## config.mk

```make
export PLATFORM = sky130hd
export DESIGN_NAME = packet_reassembler_core
export DESIGN_NICKNAME = d
export VERILOG_FILES = /design/src/design/prc_pkg.sv /design/src/design/prc_front.sv /design/src/design/prc_queue.sv /design/src/design/prc_back.sv /design/src/design/packet_reassembler_core.sv
export VERILOG_INCLUDE_DIRS = /design/src /design/src/design
export SDC_FILE = /design/constraint.sdc
export NUM_CORES = 2
export LEC_CHECK = 0
export BUFFER_PORTS_ARGS = -buffer_cell sky130_fd_sc_hd__buf_2
export CORE_ASPECT_RATIO = 1.75
export CORE_MARGIN = 1
export CORE_UTILIZATION = 44
export DETAILED_ROUTE_END_ITERATION = 8
export GPL_TIMING_DRIVEN = 0
export PLACE_DENSITY_LB_ADDON = 0.2
export SYNTH_ARGS = -nofsm -noshare
export SYNTH_HDL_FRONTEND = slang
export SYNTH_SLANG_ARGS = --single-unit
```

## constraint.sdc

```tcl
create_clock -name clk -period 4.3 [get_ports clk]
set_input_delay 0.215 -clock clk [delete_from_list [all_inputs] [get_ports clk]]
set_output_delay 0.215 -clock clk [all_outputs]
set_load 0.02 [all_outputs]
```

## src/design/packet_reassembler_core_assert.svh

```systemverilog
// ---------------------------------------------------------------------------
// Assertion macros for the packet reassembler
// Both macros sample on clk and are disabled while arst_n is low.
// ---------------------------------------------------------------------------
`ifndef PACKET_REASSEMBLER_CORE_ASSERT_SVH
`define PACKET_REASSEMBLER_CORE_ASSERT_SVH

// check the consequent in the same cycle as the antecedent
`define PRC_ASSERT_NOW(label, ante, cons, msg) \
	label: assert property (@(posedge clk) disable iff (!arst_n) (ante) |-> (cons)) \
		else $error(msg);

// check the consequent in the cycle after the antecedent
`define PRC_ASSERT_NEXT(label, ante, cons, msg) \
	label: assert property (@(posedge clk) disable iff (!arst_n) (ante) |=> (cons)) \
		else $error(msg);

`endif

```

## src/design/prc_pkg.sv

```systemverilog
// ---------------------------------------------------------------------------
// prc_pkg
// Shared constants, codes and the front-to-back command type of the
// packet reassembler.
// ---------------------------------------------------------------------------
package prc_pkg;

	localparam int PACKET_BYTES_DEF  = 20;
	localparam int MESSAGE_BYTES_DEF = 256;
	localparam int QUEUE_DEPTH_DEF   = 4;

	// id byte plus flag/sequence byte
	localparam int HDR_BYTES  = 2;
	localparam int BEAT_BYTES = 8;

	// command widths cover the largest supported store (4096 bytes plus lone area)
	localparam int CMD_ADDR_W = 13;
	localparam int CMD_LEN_W  = 13;

	localparam int         MORE_BIT = 7;
	localparam logic [7:0] SEQ_MASK = 8'h7f;

	typedef enum logic [2:0] {
		ACT_DROP,
		ACT_APPEND,
		ACT_FINISH,
		ACT_RESTART,
		ACT_LONE
	} prc_act_t;

	typedef enum logic [1:0] {
		BK_IDLE,
		BK_READ,
		BK_BEAT
	} prc_bk_state_t;

	typedef struct packed {
		logic                  wr;
		logic                  emit;
		logic                  lone;
		logic [CMD_ADDR_W-1:0] addr;
		logic [7:0]            data;
		logic [CMD_LEN_W-1:0]  len;
	} prc_cmd_t;

endpackage

```

## src/design/prc_front.sv

```systemverilog
// ---------------------------------------------------------------------------
// prc_front
// Frames the byte stream into packets, classifies each packet on its header
// and issues byte-write and emit commands for the back end.
// ---------------------------------------------------------------------------
module prc_front import prc_pkg::*; #(
	parameter int PACKET_BYTES  = PACKET_BYTES_DEF,
	parameter int MESSAGE_BYTES = MESSAGE_BYTES_DEF
) (
	input  logic       clk,
	input  logic       arst_n,
	input  logic       rx_accept,
	input  logic [7:0] rx_byte,
	output logic       cmd_push,
	output prc_cmd_t   cmd
);

	localparam int PAYLOAD_BYTES = PACKET_BYTES - HDR_BYTES;
	localparam int POS_W         = $clog2(PACKET_BYTES);
	localparam int FILL_W        = $clog2(MESSAGE_BYTES + 1);
	localparam int SUM_W         = $clog2(MESSAGE_BYTES + PAYLOAD_BYTES + 1);
	localparam int MSG_WORDS     = (MESSAGE_BYTES + BEAT_BYTES - 1) / BEAT_BYTES;
	localparam int LONE_WORDS    = (PAYLOAD_BYTES + BEAT_BYTES - 1) / BEAT_BYTES;
	localparam int ADDR_W        = $clog2((MSG_WORDS + LONE_WORDS) * BEAT_BYTES);

	localparam logic [POS_W-1:0]  POS_ID    = '0;
	localparam logic [POS_W-1:0]  POS_HDR   = POS_W'(1);
	localparam logic [POS_W-1:0]  POS_LAST  = POS_W'(PACKET_BYTES - 1);
	localparam logic [SUM_W-1:0]  PAY_SUM   = SUM_W'(PAYLOAD_BYTES);
	localparam logic [SUM_W-1:0]  MSG_SUM   = SUM_W'(MESSAGE_BYTES);
	localparam logic [FILL_W-1:0] PAY_FILL  = FILL_W'(PAYLOAD_BYTES);
	localparam logic [ADDR_W-1:0] LONE_ADDR = ADDR_W'(MSG_WORDS * BEAT_BYTES);

	logic [POS_W-1:0]  pos_q;
	logic [7:0]        id_q;
	prc_act_t          act_q;
	logic [ADDR_W-1:0] wr_addr_q;
	logic [FILL_W-1:0] emit_len_q;
	logic [FILL_W-1:0] fill_q;
	logic [7:0]        exp_id_q;
	logic [7:0]        exp_seq_q;
	logic              exp_more_q;

	logic [SUM_W-1:0]  fill_sum;
	logic              overflow;
	logic [7:0]        hdr_seq;
	logic              hdr_more;
	logic              out_of_order;

	prc_act_t          act_d;
	logic [ADDR_W-1:0] base_d;
	logic [FILL_W-1:0] len_d;
	logic [FILL_W-1:0] fill_d;
	logic [7:0]        exp_id_d;
	logic [7:0]        exp_seq_d;
	logic              exp_more_d;

	logic              act_writes;
	logic              act_emits;

	assign fill_sum     = SUM_W'(fill_q) + PAY_SUM;
	assign overflow     = fill_sum > MSG_SUM;
	assign hdr_seq      = rx_byte & SEQ_MASK;
	assign hdr_more     = rx_byte[MORE_BIT];
	assign out_of_order = (exp_seq_q != hdr_seq) || (exp_more_q && (exp_id_q != id_q));

	// decide the fate of the packet from its header and the running state
	always_comb begin
		act_d      = ACT_DROP;
		base_d     = '0;
		len_d      = '0;
		fill_d     = fill_q;
		exp_id_d   = exp_id_q;
		exp_seq_d  = exp_seq_q;
		exp_more_d = exp_more_q;
		if (overflow) begin
			fill_d     = '0;
			exp_seq_d  = '0;
			exp_more_d = 1'b0;
		end else if (out_of_order) begin
			if (hdr_seq == '0) begin
				if (hdr_more) begin
					act_d      = ACT_RESTART;
					fill_d     = PAY_FILL;
					exp_id_d   = id_q;
					exp_seq_d  = 8'd1;
					exp_more_d = 1'b1;
				end else begin
					act_d  = ACT_LONE;
					base_d = LONE_ADDR;
					len_d  = PAY_FILL;
				end
			end
		end else begin
			base_d = ADDR_W'(fill_q);
			if (hdr_more) begin
				act_d      = ACT_APPEND;
				fill_d     = FILL_W'(fill_sum);
				exp_id_d   = id_q;
				exp_seq_d  = hdr_seq + 8'd1;
				exp_more_d = 1'b1;
			end else begin
				act_d      = ACT_FINISH;
				len_d      = FILL_W'(fill_sum);
				fill_d     = '0;
				exp_seq_d  = '0;
				exp_more_d = 1'b0;
			end
		end
	end

	always_ff @(posedge clk or negedge arst_n) begin
		if (!arst_n) begin
			pos_q      <= '0;
			act_q      <= ACT_DROP;
			fill_q     <= '0;
			exp_id_q   <= '0;
			exp_seq_q  <= '0;
			exp_more_q <= 1'b0;
		end else if (rx_accept) begin
			pos_q <= (pos_q == POS_LAST) ? POS_ID : pos_q + POS_W'(1);
			if (pos_q == POS_HDR) begin
				act_q      <= act_d;
				fill_q     <= fill_d;
				exp_id_q   <= exp_id_d;
				exp_seq_q  <= exp_seq_d;
				exp_more_q <= exp_more_d;
			end
		end
	end

	always_ff @(posedge clk) begin
		if (rx_accept) begin
			if (pos_q == POS_ID) begin
				id_q <= rx_byte;
			end
			if (pos_q == POS_HDR) begin
				wr_addr_q  <= base_d;
				emit_len_q <= len_d;
			end else if (pos_q > POS_HDR) begin
				wr_addr_q <= wr_addr_q + ADDR_W'(1);
			end
		end
	end

	always_comb begin
		unique case (act_q) inside
			ACT_FINISH, ACT_LONE: begin
				act_writes = 1'b1;
				act_emits  = 1'b1;
			end
			ACT_APPEND, ACT_RESTART: begin
				act_writes = 1'b1;
				act_emits  = 1'b0;
			end
			default: begin
				act_writes = 1'b0;
				act_emits  = 1'b0;
			end
		endcase
	end

	always_comb begin
		cmd.wr   = rx_accept && (pos_q > POS_HDR) && act_writes;
		cmd.emit = rx_accept && (pos_q == POS_LAST) && act_emits;
		cmd.lone = act_q == ACT_LONE;
		cmd.addr = CMD_ADDR_W'(wr_addr_q);
		cmd.data = rx_byte;
		cmd.len  = CMD_LEN_W'(emit_len_q);
		cmd_push = cmd.wr || cmd.emit;
	end

endmodule

```

## src/design/prc_queue.sv

```systemverilog
// ---------------------------------------------------------------------------
// prc_queue
// Short command queue between front and back end.
// ---------------------------------------------------------------------------
module prc_queue import prc_pkg::*; #(
	parameter int DEPTH = QUEUE_DEPTH_DEF
) (
	input  logic     clk,
	input  logic     arst_n,
	input  logic     push,
	input  prc_cmd_t push_cmd,
	output logic     full,
	input  logic     pop,
	output prc_cmd_t head_cmd,
	output logic     empty
);

	localparam int PTR_W = $clog2(DEPTH);
	localparam int CNT_W = $clog2(DEPTH + 1);

	localparam logic [PTR_W-1:0] PTR_LAST = PTR_W'(DEPTH - 1);
	localparam logic [CNT_W-1:0] CNT_FULL = CNT_W'(DEPTH);

	prc_cmd_t          slots_q [DEPTH];
	logic [PTR_W-1:0]  wr_ptr_q;
	logic [PTR_W-1:0]  rd_ptr_q;
	logic [CNT_W-1:0]  count_q;

	assign full     = count_q == CNT_FULL;
	assign empty    = count_q == '0;
	assign head_cmd = slots_q[rd_ptr_q];

	always_ff @(posedge clk) begin
		if (push) begin
			slots_q[wr_ptr_q] <= push_cmd;
		end
	end

	always_ff @(posedge clk or negedge arst_n) begin
		if (!arst_n) begin
			wr_ptr_q <= '0;
			rd_ptr_q <= '0;
			count_q  <= '0;
		end else begin
			if (push) begin
				wr_ptr_q <= (wr_ptr_q == PTR_LAST) ? '0 : wr_ptr_q + PTR_W'(1);
			end
			if (pop) begin
				rd_ptr_q <= (rd_ptr_q == PTR_LAST) ? '0 : rd_ptr_q + PTR_W'(1);
			end
			case ({push, pop})
				2'b10:   count_q <= count_q + CNT_W'(1);
				2'b01:   count_q <= count_q - CNT_W'(1);
				default: count_q <= count_q;
			endcase
		end
	end

endmodule

```

## src/design/prc_back.sv

```systemverilog
// ---------------------------------------------------------------------------
// prc_back
// Holds the message memory, carries out byte writes and drains finished
// messages as 64-bit beats.
// ---------------------------------------------------------------------------
module prc_back import prc_pkg::*; #(
	parameter int PACKET_BYTES  = PACKET_BYTES_DEF,
	parameter int MESSAGE_BYTES = MESSAGE_BYTES_DEF
) (
	input  logic        clk,
	input  logic        arst_n,
	input  logic        cmd_empty,
	input  prc_cmd_t    cmd,
	output logic        cmd_pop,
	output logic        beat_valid,
	input  logic        beat_stall,
	output logic [63:0] data_word,
	output logic [3:0]  valid_bytes,
	output logic [8:0]  message_length,
	output logic        last_beat
);

	localparam int PAYLOAD_BYTES = PACKET_BYTES - HDR_BYTES;
	localparam int MSG_WORDS     = (MESSAGE_BYTES + BEAT_BYTES - 1) / BEAT_BYTES;
	localparam int LONE_WORDS    = (PAYLOAD_BYTES + BEAT_BYTES - 1) / BEAT_BYTES;
	localparam int MEM_WORDS     = MSG_WORDS + LONE_WORDS;
	localparam int LANE_W        = $clog2(BEAT_BYTES);
	localparam int ADDR_W        = $clog2(MEM_WORDS * BEAT_BYTES);
	localparam int WORD_W        = ADDR_W - LANE_W;
	localparam int LEN_W         = $clog2(MESSAGE_BYTES + 1);

	localparam logic [WORD_W-1:0] LONE_WORD = WORD_W'(MSG_WORDS);
	localparam logic [LEN_W-1:0]  BEAT_REM  = LEN_W'(BEAT_BYTES);

	logic [BEAT_BYTES*8-1:0] msg_mem_q [MEM_WORDS];
	logic [BEAT_BYTES*8-1:0] rdata_q;

	prc_bk_state_t      state_q;
	prc_bk_state_t      state_d;
	logic [WORD_W-1:0]  rd_word_q;
	logic [LEN_W-1:0]   remain_q;
	logic               last_q;
	logic [3:0]         vbytes_q;
	logic [8:0]         len_q;

	logic               rd_en;
	logic               advance;
	logic               wr_en;
	logic [ADDR_W-1:0]  wr_addr;
	logic [WORD_W-1:0]  wr_word;
	logic [LANE_W-1:0]  wr_lane;

	assign wr_en   = cmd_pop && cmd.wr;
	assign wr_addr = cmd.addr[ADDR_W-1:0];
	assign wr_word = wr_addr[ADDR_W-1:LANE_W];
	assign wr_lane = wr_addr[LANE_W-1:0];

	always_ff @(posedge clk or negedge arst_n) begin
		if (!arst_n) begin
			state_q <= BK_IDLE;
		end else begin
			state_q <= state_d;
		end
	end

	always_comb begin
		state_d    = state_q;
		cmd_pop    = 1'b0;
		rd_en      = 1'b0;
		advance    = 1'b0;
		beat_valid = 1'b0;
		unique case (state_q)
			BK_IDLE: begin
				if (!cmd_empty) begin
					cmd_pop = 1'b1;
					if (cmd.emit) begin
						state_d = BK_READ;
					end
				end
			end
			BK_READ: begin
				rd_en   = 1'b1;
				state_d = BK_BEAT;
			end
			BK_BEAT: begin
				beat_valid = 1'b1;
				if (!beat_stall) begin
					if (last_q) begin
						state_d = BK_IDLE;
					end else begin
						advance = 1'b1;
						state_d = BK_READ;
					end
				end
			end
			default: state_d = BK_IDLE;
		endcase
	end

	// at most one byte lane written and one whole word read per cycle
	always_ff @(posedge clk) begin
		if (wr_en) begin
			msg_mem_q[wr_word][{wr_lane, 3'b000} +: 8] <= cmd.data;
		end
		if (rd_en) begin
			rdata_q <= msg_mem_q[rd_word_q];
		end
	end

	always_ff @(posedge clk or negedge arst_n) begin
		if (!arst_n) begin
			rd_word_q <= '0;
			remain_q  <= '0;
			last_q    <= 1'b0;
		end else begin
			if (cmd_pop && cmd.emit) begin
				rd_word_q <= cmd.lone ? LONE_WORD : '0;
				remain_q  <= cmd.len[LEN_W-1:0];
			end else if (advance) begin
				rd_word_q <= rd_word_q + WORD_W'(1);
				remain_q  <= remain_q - BEAT_REM;
			end
			if (rd_en) begin
				last_q <= remain_q <= BEAT_REM;
			end
		end
	end

	always_ff @(posedge clk) begin
		if (cmd_pop && cmd.emit) begin
			len_q <= cmd.len[8:0];
		end
		if (rd_en) begin
			vbytes_q <= (remain_q > BEAT_REM) ? 4'(BEAT_BYTES) : remain_q[3:0];
		end
	end

	// zero the lanes beyond the valid count
	always_comb begin
		for (int k = 0; k < BEAT_BYTES; k++) begin
			data_word[8*k +: 8] = (4'(k) < vbytes_q) ? rdata_q[8*k +: 8] : 8'h00;
		end
	end

	assign valid_bytes    = vbytes_q;
	assign message_length = len_q;
	assign last_beat      = last_q;

endmodule

```

## src/design/packet_reassembler_core.sv

```systemverilog
// ---------------------------------------------------------------------------
// packet_reassembler_core
// Frames a byte stream into packets, reassembles in-order packets into a
// message store and drains each completed message as 64-bit beats.
// ---------------------------------------------------------------------------
//
//  channel | handshake              | payload
//  --------+------------------------+-----------------------------------------
//  rx      | rx_valid / rx_stall    | rx_byte
//  beat    | beat_valid / beat_stall| data_word, valid_bytes, message_length,
//          |                        | last_beat
//
// The front takes one byte per cycle while rx_stall is low and turns each payload byte of a
// kept packet into a write command; the back retires one command per cycle into the message
// memory while idle. A drain pops the emit command, then reads and presents each beat in turn,
// with any beat_stall holding a beat; rx_stall rises once the command queue fills. Reset
// clears the framing counter, the expectations and the queue at once; the memory needs no
// clearing, as only written bytes are read.
//
module packet_reassembler_core import prc_pkg::*; #(
	parameter int PACKET_BYTES  = PACKET_BYTES_DEF,
	parameter int MESSAGE_BYTES = MESSAGE_BYTES_DEF,
	parameter int QUEUE_DEPTH   = QUEUE_DEPTH_DEF
) (
	input  logic        clk,
	input  logic        arst_n,
	input  logic        rx_valid,
	output logic        rx_stall,
	input  logic [7:0]  rx_byte,
	output logic        beat_valid,
	input  logic        beat_stall,
	output logic [63:0] data_word,
	output logic [3:0]  valid_bytes,
	output logic [8:0]  message_length,
	output logic        last_beat
);

	logic     rx_accept;
	logic     q_push;
	prc_cmd_t q_in;
	logic     q_full;
	logic     q_pop;
	prc_cmd_t q_head;
	logic     q_empty;

	// hold the input off while the queue has no room
	assign rx_stall  = q_full;
	assign rx_accept = rx_valid && !q_full;

	// frame and classify
	prc_front #(
		.PACKET_BYTES  (PACKET_BYTES),
		.MESSAGE_BYTES (MESSAGE_BYTES)
	) u_front (
		.clk       (clk),
		.arst_n    (arst_n),
		.rx_accept (rx_accept),
		.rx_byte   (rx_byte),
		.cmd_push  (q_push),
		.cmd       (q_in)
	);

	// decouple framing from the drain
	prc_queue #(
		.DEPTH (QUEUE_DEPTH)
	) u_queue (
		.clk      (clk),
		.arst_n   (arst_n),
		.push     (q_push),
		.push_cmd (q_in),
		.full     (q_full),
		.pop      (q_pop),
		.head_cmd (q_head),
		.empty    (q_empty)
	);

	// store bytes and drain messages
	prc_back #(
		.PACKET_BYTES  (PACKET_BYTES),
		.MESSAGE_BYTES (MESSAGE_BYTES)
	) u_back (
		.clk            (clk),
		.arst_n         (arst_n),
		.cmd_empty      (q_empty),
		.cmd            (q_head),
		.cmd_pop        (q_pop),
		.beat_valid     (beat_valid),
		.beat_stall     (beat_stall),
		.data_word      (data_word),
		.valid_bytes    (valid_bytes),
		.message_length (message_length),
		.last_beat      (last_beat)
	);

`include "packet_reassembler_core_assert.svh"

	// every beat but the last is full
	`PRC_ASSERT_NOW(a_full_beat, beat_valid && !last_beat, valid_bytes == 4'(BEAT_BYTES), "short beat before the end of a message")
	// the last beat carries the length remainder
	`PRC_ASSERT_NOW(a_tail_len, beat_valid && last_beat, message_length[2:0] == valid_bytes[2:0], "last beat disagrees with message length")
	// a taken last beat returns the drain to idle
	`PRC_ASSERT_NEXT(a_gap_after_last, beat_valid && !beat_stall && last_beat, !beat_valid, "beat shown straight after a last beat")

endmodule
```

Word-level counts from Yosys, hierarchy flattened
Memories as Yosys holds them, arrays and structs flattened. A register that Yosys moved wholly into a read port is not among the register bits.
Cells that the tools add are included.

storage, ports and cells
  logic and storage cells = 161
  bits in writable memories = 2356
  memories = 2
  bits of input ports = 12
  flip-flop bits (word level) = 98

memory list
  name              words  bits a word  read ports  clocked after memory_dff  write ports  line             text
  u_back.msg_mem_q  35     64           1           1                         1            prc_back.sv:35   logic [BEAT_BYTES*8-1:0] msg_mem_q [MEM_WORDS];
  u_queue.slots_q   4      29           1           0                         1            prc_queue.sv:24  prc_cmd_t slots_q [DEPTH];

operators by class
  multiplexer cells = 68
  shift operators = 2
  reduce and logical (&&, ||, !) cells = 26
  bitwise logic cells = 1
  add/sub/neg operators = 11
  equal/unequal tests = 21
  magnitude comparators = 12

operators by type and width
  operator                                                         number
  2-to-1 mux 9 bit                                                 16
  2-to-1 mux 8 bit                                                 16
  2-to-1 mux 64 bit                                                1
  variable shift 8 x 8 -> 64 bit (first input constant)            1
  variable part select 8 x 8 -> 64 bit                             1
  2-to-1 mux 1 bit                                                 18
  2-to-1 mux 6 bit                                                 3
  less-than comparator 3 x 4 -> 1 bit (first input constant)       4
  2-to-1 mux 2 bit                                                 6
  2-to-1 mux 3 bit                                                 4
  2-to-1 mux 5 bit                                                 2
  adder 9 x 1 -> 9 bit (second input constant)                     1
  adder 9 x 5 -> 9 bit (second input constant)                     1
  greater-than comparator 9 x 4 -> 1 bit (second input constant)   1
  greater-than comparator 9 bit (second input constant)            1
  less-or-equal comparator 9 x 4 -> 1 bit (second input constant)  1
  subtractor 9 x 4 -> 9 bit (second input constant)                1
  adder 7 x 1 -> 8 bit (second input constant)                     1
  == test 2 bit (second input constant)                            4
  logical AND 1 bit                                                8
  logical NOT 8 bit                                                1
  less-than comparator 1 x 4 -> 1 bit (first input constant)       2
  less-than comparator 2 x 4 -> 1 bit (first input constant)       2
  inequality test 8 x 7 -> 1 bit                                   1
  other kinds (31)                                                 44

Depth between registers and ports, before layout
  depth in word-level cells = 8
  mapped depth = 13
  mapped depth without buffers = 11

Cells and area by module
From an unflattened synthesis, not the netlist that was laid out.

second synthesis, totals
  cells, all modules = 5423
  area total of the unflattened synthesis = 101135.7 sq um

by module, submodules not included
  module                   area each (sq um)  seq. area each (sq um)  cells each  times used
  prc_back                 91884.4            70027.2                 4858        1
  prc_queue                5749.3             4619.4                  231         1
  prc_front                3488.3             1576.5                  333         1
  packet_reassembler_core  13.8               0.0                     1           1

Worst setup path after synthesis
Ideal clock, no wire load.

  path kind = reg-to-reg
  start point = register u_queue.rd_ptr_q[0]
  end point = memory u_back.msg_mem_q[0][35] (netlist name) (data pin)
  data required time = 3.926 ns
  library setup time = 0.374 ns
  data arrival time = 3.019 ns
  buffers on the path = 2
  setup slack = 0.907 ns
  cell stages (with the launch flop) = 11
  period minus slack after synthesis = 3.393 ns
  cell sequence = dfrtp_1 -> buf_6 -> mux4_2 -> inv_1 -> ha_1 -> ha_1 -> nor2b_1 -> and2_2 -> nand2b_1 -> buf_6 -> nor2b_1

between the ends
  cells in the longest elaborated chain, start to end = 3

ends and longest elaborated chain
  what                                      line             text
  start, declared                           prc_queue.sv:26  logic [PTR_W-1:0] rd_ptr_q;
  start signal, assigned                    prc_queue.sv:49  rd_ptr_q <= (rd_ptr_q == PTR_LAST) ? '0 : rd_ptr_q + PTR_W'(1);
  memory (4 x 29 bit) (*)                   --
  negator 6 -> 8 bit                        prc_back.sv:103  msg_mem_q[wr_word][{wr_lane, 3'b000} +: 8] <= cmd.data;
  variable part select 8 x 8 -> 64 bit (*)  prc_back.sv:103
  end, declared                             prc_back.sv:35

Mark *: on every way between the ends. The rest lies on a longest branch, timed or not.

Worst setup path after layout
  start point = register u_queue.rd_ptr_q[0]
  end point = memory u_back.msg_mem_q[19][28] (netlist name) (enable)

between the ends
  cells in the longest elaborated chain, start to end = 4
  elaborated cells on any way between the ends = 6
  classes of those cells = 1 x add/sub; 1 x shift; 2 x mux; 1 x reduce/logical; 1 x memory

ends and longest elaborated chain
  what                                                                       line
  memory (4 x 29 bit) (*)                                                    --
  negator 6 -> 8 bit / logical AND 1 bit (equally long branches)             prc_back.sv:103, prc_back.sv:53
  variable shift 8 x 8 -> 64 bit / 2-to-1 mux 1 bit (equally long branches)  prc_back.sv:103, prc_back.sv:102
  2-to-1 mux 64 bit (implied by the code)                                    prc_back.sv:103

Marks and branches as above.

==> metrics <==
# IOs 92; IO buf count 89; initial core utilization 44.4%; fin util 50.7%; layout cells sized above 1 30.7%; Final Power 67.0 mW; Inserted Clock Buffers 224; Synth Area per Inst 21.0 µm²; vias per cell 5.87; Max transition margin -10.7%; # DRC 0; Routed WL 274000 µm; Worst-Margin Slew 1.66 ns; kind of critical path reg -> reg; Netlist cell types 57; largest net degree at the start of global routing 58; setup slack after layout -0.123 ns; Final setup viols 34; Post-Synthesis Cells 4658; Yosys top cell by area edfxtp_1; count leader, synth edfxtp_1; Routed wire per std cell 33.3 µm; reg-to-reg setup timing slack -0.12 ns; Max Buffers Root-to-Sink 4; placed cells 7679; routability cong. 0.849; vias in the first global route 49900; WHS Path Cells 4; final slew viol count 110; status finished with violations; DRT antenna net count 0; Hold WS 0.146 ns; Hold EP u_back.state_q[1]; reg2reg start u_queue.rd_ptr_q[0]; DP HPWL 189000 µm; R2R depth 9; non-filler instance count after layout 8232; HP Start beat_stall; CTS root buf clkbuf_16; TritonCTS clock tree done; Pwr per Cell Area 598 nW/µm²; fmax 226 MHz; WP data arrival 4.92 ns; First-pass DRT Iterations 5; Synth Register Bits 2509; share of the synthesized area in the top cell type 75.2%; type of origin of the critical path flop; Final nets 5207; Die Area 225000 µm²; Die Width 359 µm; gr usage total 24.6%; largest cells by area after synthesis edfxtp_1 (75%), mux4_2 (15%), dfrtp_1 (1.5%); crit path max fanout 10; unrepaired setup endpoints after global routing true; violated checks max-capacitance violations, max-slew violations, negative setup slack; Setup crit end kind flop; YS warnings 0; clock sinks 2509; RR Endpoint u_back.msg_mem_q[19][28]; DIE HEIGHT 626 µm; fin area 112000 µm²; Max-Cap Viols 14; Max rail drop VDD 0.482 mV; Post-synth top cells edfxtp_1 (2452), mux4_2 (660), nor2_1 (370), nand2_1 (218), o21ai_0 (164); Seq/Total Area, Yosys 76.6%; Clock Pin Slew Worst Setup and Hold Paths 0.07 ns; worst hold path class in -> reg; ys async rst share 2.27%; gr ovfl total 0; Placement Rows 228; post-route clock period utilization 103%; Req. time, crit path 4.80 ns; EDFF count, synth 2452; Lkg Pwr 35.3 nW; main flop type after synthesis edfxtp_1; shortest period the worst path allows 4.42 ns; H-tree level count 4; final hold vios 0; final setup skew 0.0479 ns; initial antenna violation count 21; DR iter-0 viols 4945; area delta synth->final 14.4%; clock latency on the worst-skew pair 0.88 ns; Via Count 48300; Core ar. 221000 µm²; Synth Cell Area 97900 µm²; first-pass GRT wire length 380000 µm; DP Area 103000 µm²
## what timing repair did
| action | 4_1_cts | 5_1_grt |
|---|---|---|
| gates resized for setup | 140 | 86 |
| buffers inserted | 98 | 33 |
| pin swaps | 73 | 29 |
| hold buffers | 13 | 0 |
| hold endpoints to repair | 128 | 0 |
| setup endpoints to repair | 1797 | 1491 |
## cells in the final DEF (no fill, tap or decap), drive strengths merged, types with 37 or more instances in the layout
| master | synthesis | layout |
|---|---|---|
| clkbuf | 137 | 406 |
| edfxtp | 2452 | 2452 |
| o21ai | 172 | 172 |
| nor2 | 370 | 370 |
| buf | 114 | 397 |
| mux2i | 137 | 137 |
| nand2 | 219 | 219 |
| mux4 | 660 | 660 |
| clkinv | 0 | 85 |
| inv | 28 | 37 |
| dfrtp | 57 | 57 |
| nor2b | 58 | 58 |
## where the power goes
part / total (mW) / internal (mW) / leakage (nW) / switching [mW]
clock: 19.4 / 10.4 / 3.33 / 8.96
combinational: 17.8 / 6.12 / 8.09 / 11.6
sequential: 29.8 / 29.5 / 23.9 / 0.367
## critical path, cell delays in order, from the launching register on
cell,delay (ns)
dfrtp_1,0.37
buf_6,0.20
mux4_2,0.66
inv_1,0.16
ha_1,0.26
clkbuf_2,0.25
nor2_2,0.50
nand3_1,0.44
clkbuf_1,0.39
nor2_1,0.78
## metrics by stage
step                      worst slack, ns  setup TNS (ns)
after floorplan                     0.907               0
after global placement              -1.64        -2504.66
after detailed placement           -0.635         -421.15
after CTS                          -0.312          -40.77
after global routing               -0.236          -10.32
final                              -0.123           -3.25
## kinds of logic after synthesis
group	after synthesis	share of synthesized area (%)
flops	2509	76.6
fa+ha+maj	18	0.238
buf+inv	279	1.24
xor+xnor	46	0.419
other cells	1	0.00383
mux	818	16.8
simple gates	764	3.36
compound gates	223	1.29
## cell type report
type                       instances  area (µm²)
clock buffer                     272        5810
fill                           17700      109000
sequential                      2509       75100
buffer                           250        1140
clock inverter                   121        1030
antenna                           13        32.5
multi-input combinational       1871       22600
timing repair buffer             293        2710
tap                             2875        3600
inverter                          28         108
## sequential cells by signal, indices dropped and copies added, names as in the netlist, 3 cells and up
name and flops:
u_back.msg_mem_q 2240, u_queue.slots_q 112, u_back.rdata_q 64, u_front.wr_addr_q 9
u_back.message_length 8, u_back.remain_q 8, u_front.emit_len_q 8, u_front.exp_id_q 8
u_front.exp_seq_q 8, u_front.fill_q 8, u_front.id_q 8, u_back.rd_word_q 6
u_front.pos_q 5, u_back.valid_bytes 3, u_front.act_q 3, u_queue.count_q 3
## worst max path at each step
stage                         from                  endpoint
6_report       u_queue.rd_ptr_q[0]  u_back.msg_mem_q[19][28]
5_1_grt        u_queue.rd_ptr_q[0]  u_back.msg_mem_q[22][29]
4_1_cts        u_queue.rd_ptr_q[0]   u_back.msg_mem_q[30][4]
3_5_place_dp   u_queue.rd_ptr_q[0]  u_back.msg_mem_q[24][45]
3_3_place_gp   u_queue.rd_ptr_q[0]  u_back.msg_mem_q[10][34]
2_1_floorplan  u_queue.rd_ptr_q[0]   u_back.msg_mem_q[0][35]
## layer usage
metal	share of wire (%)	GRT usage, %	up-vias
met5	0.0099	0	-
met2	55	44.8	1791
met1	34	27.6	25900
li1	-	-	20100
met3	6.0	3.74	512
met4	5.1	12.3	4
No activity file was read; power rests on OpenSTA's default activity.
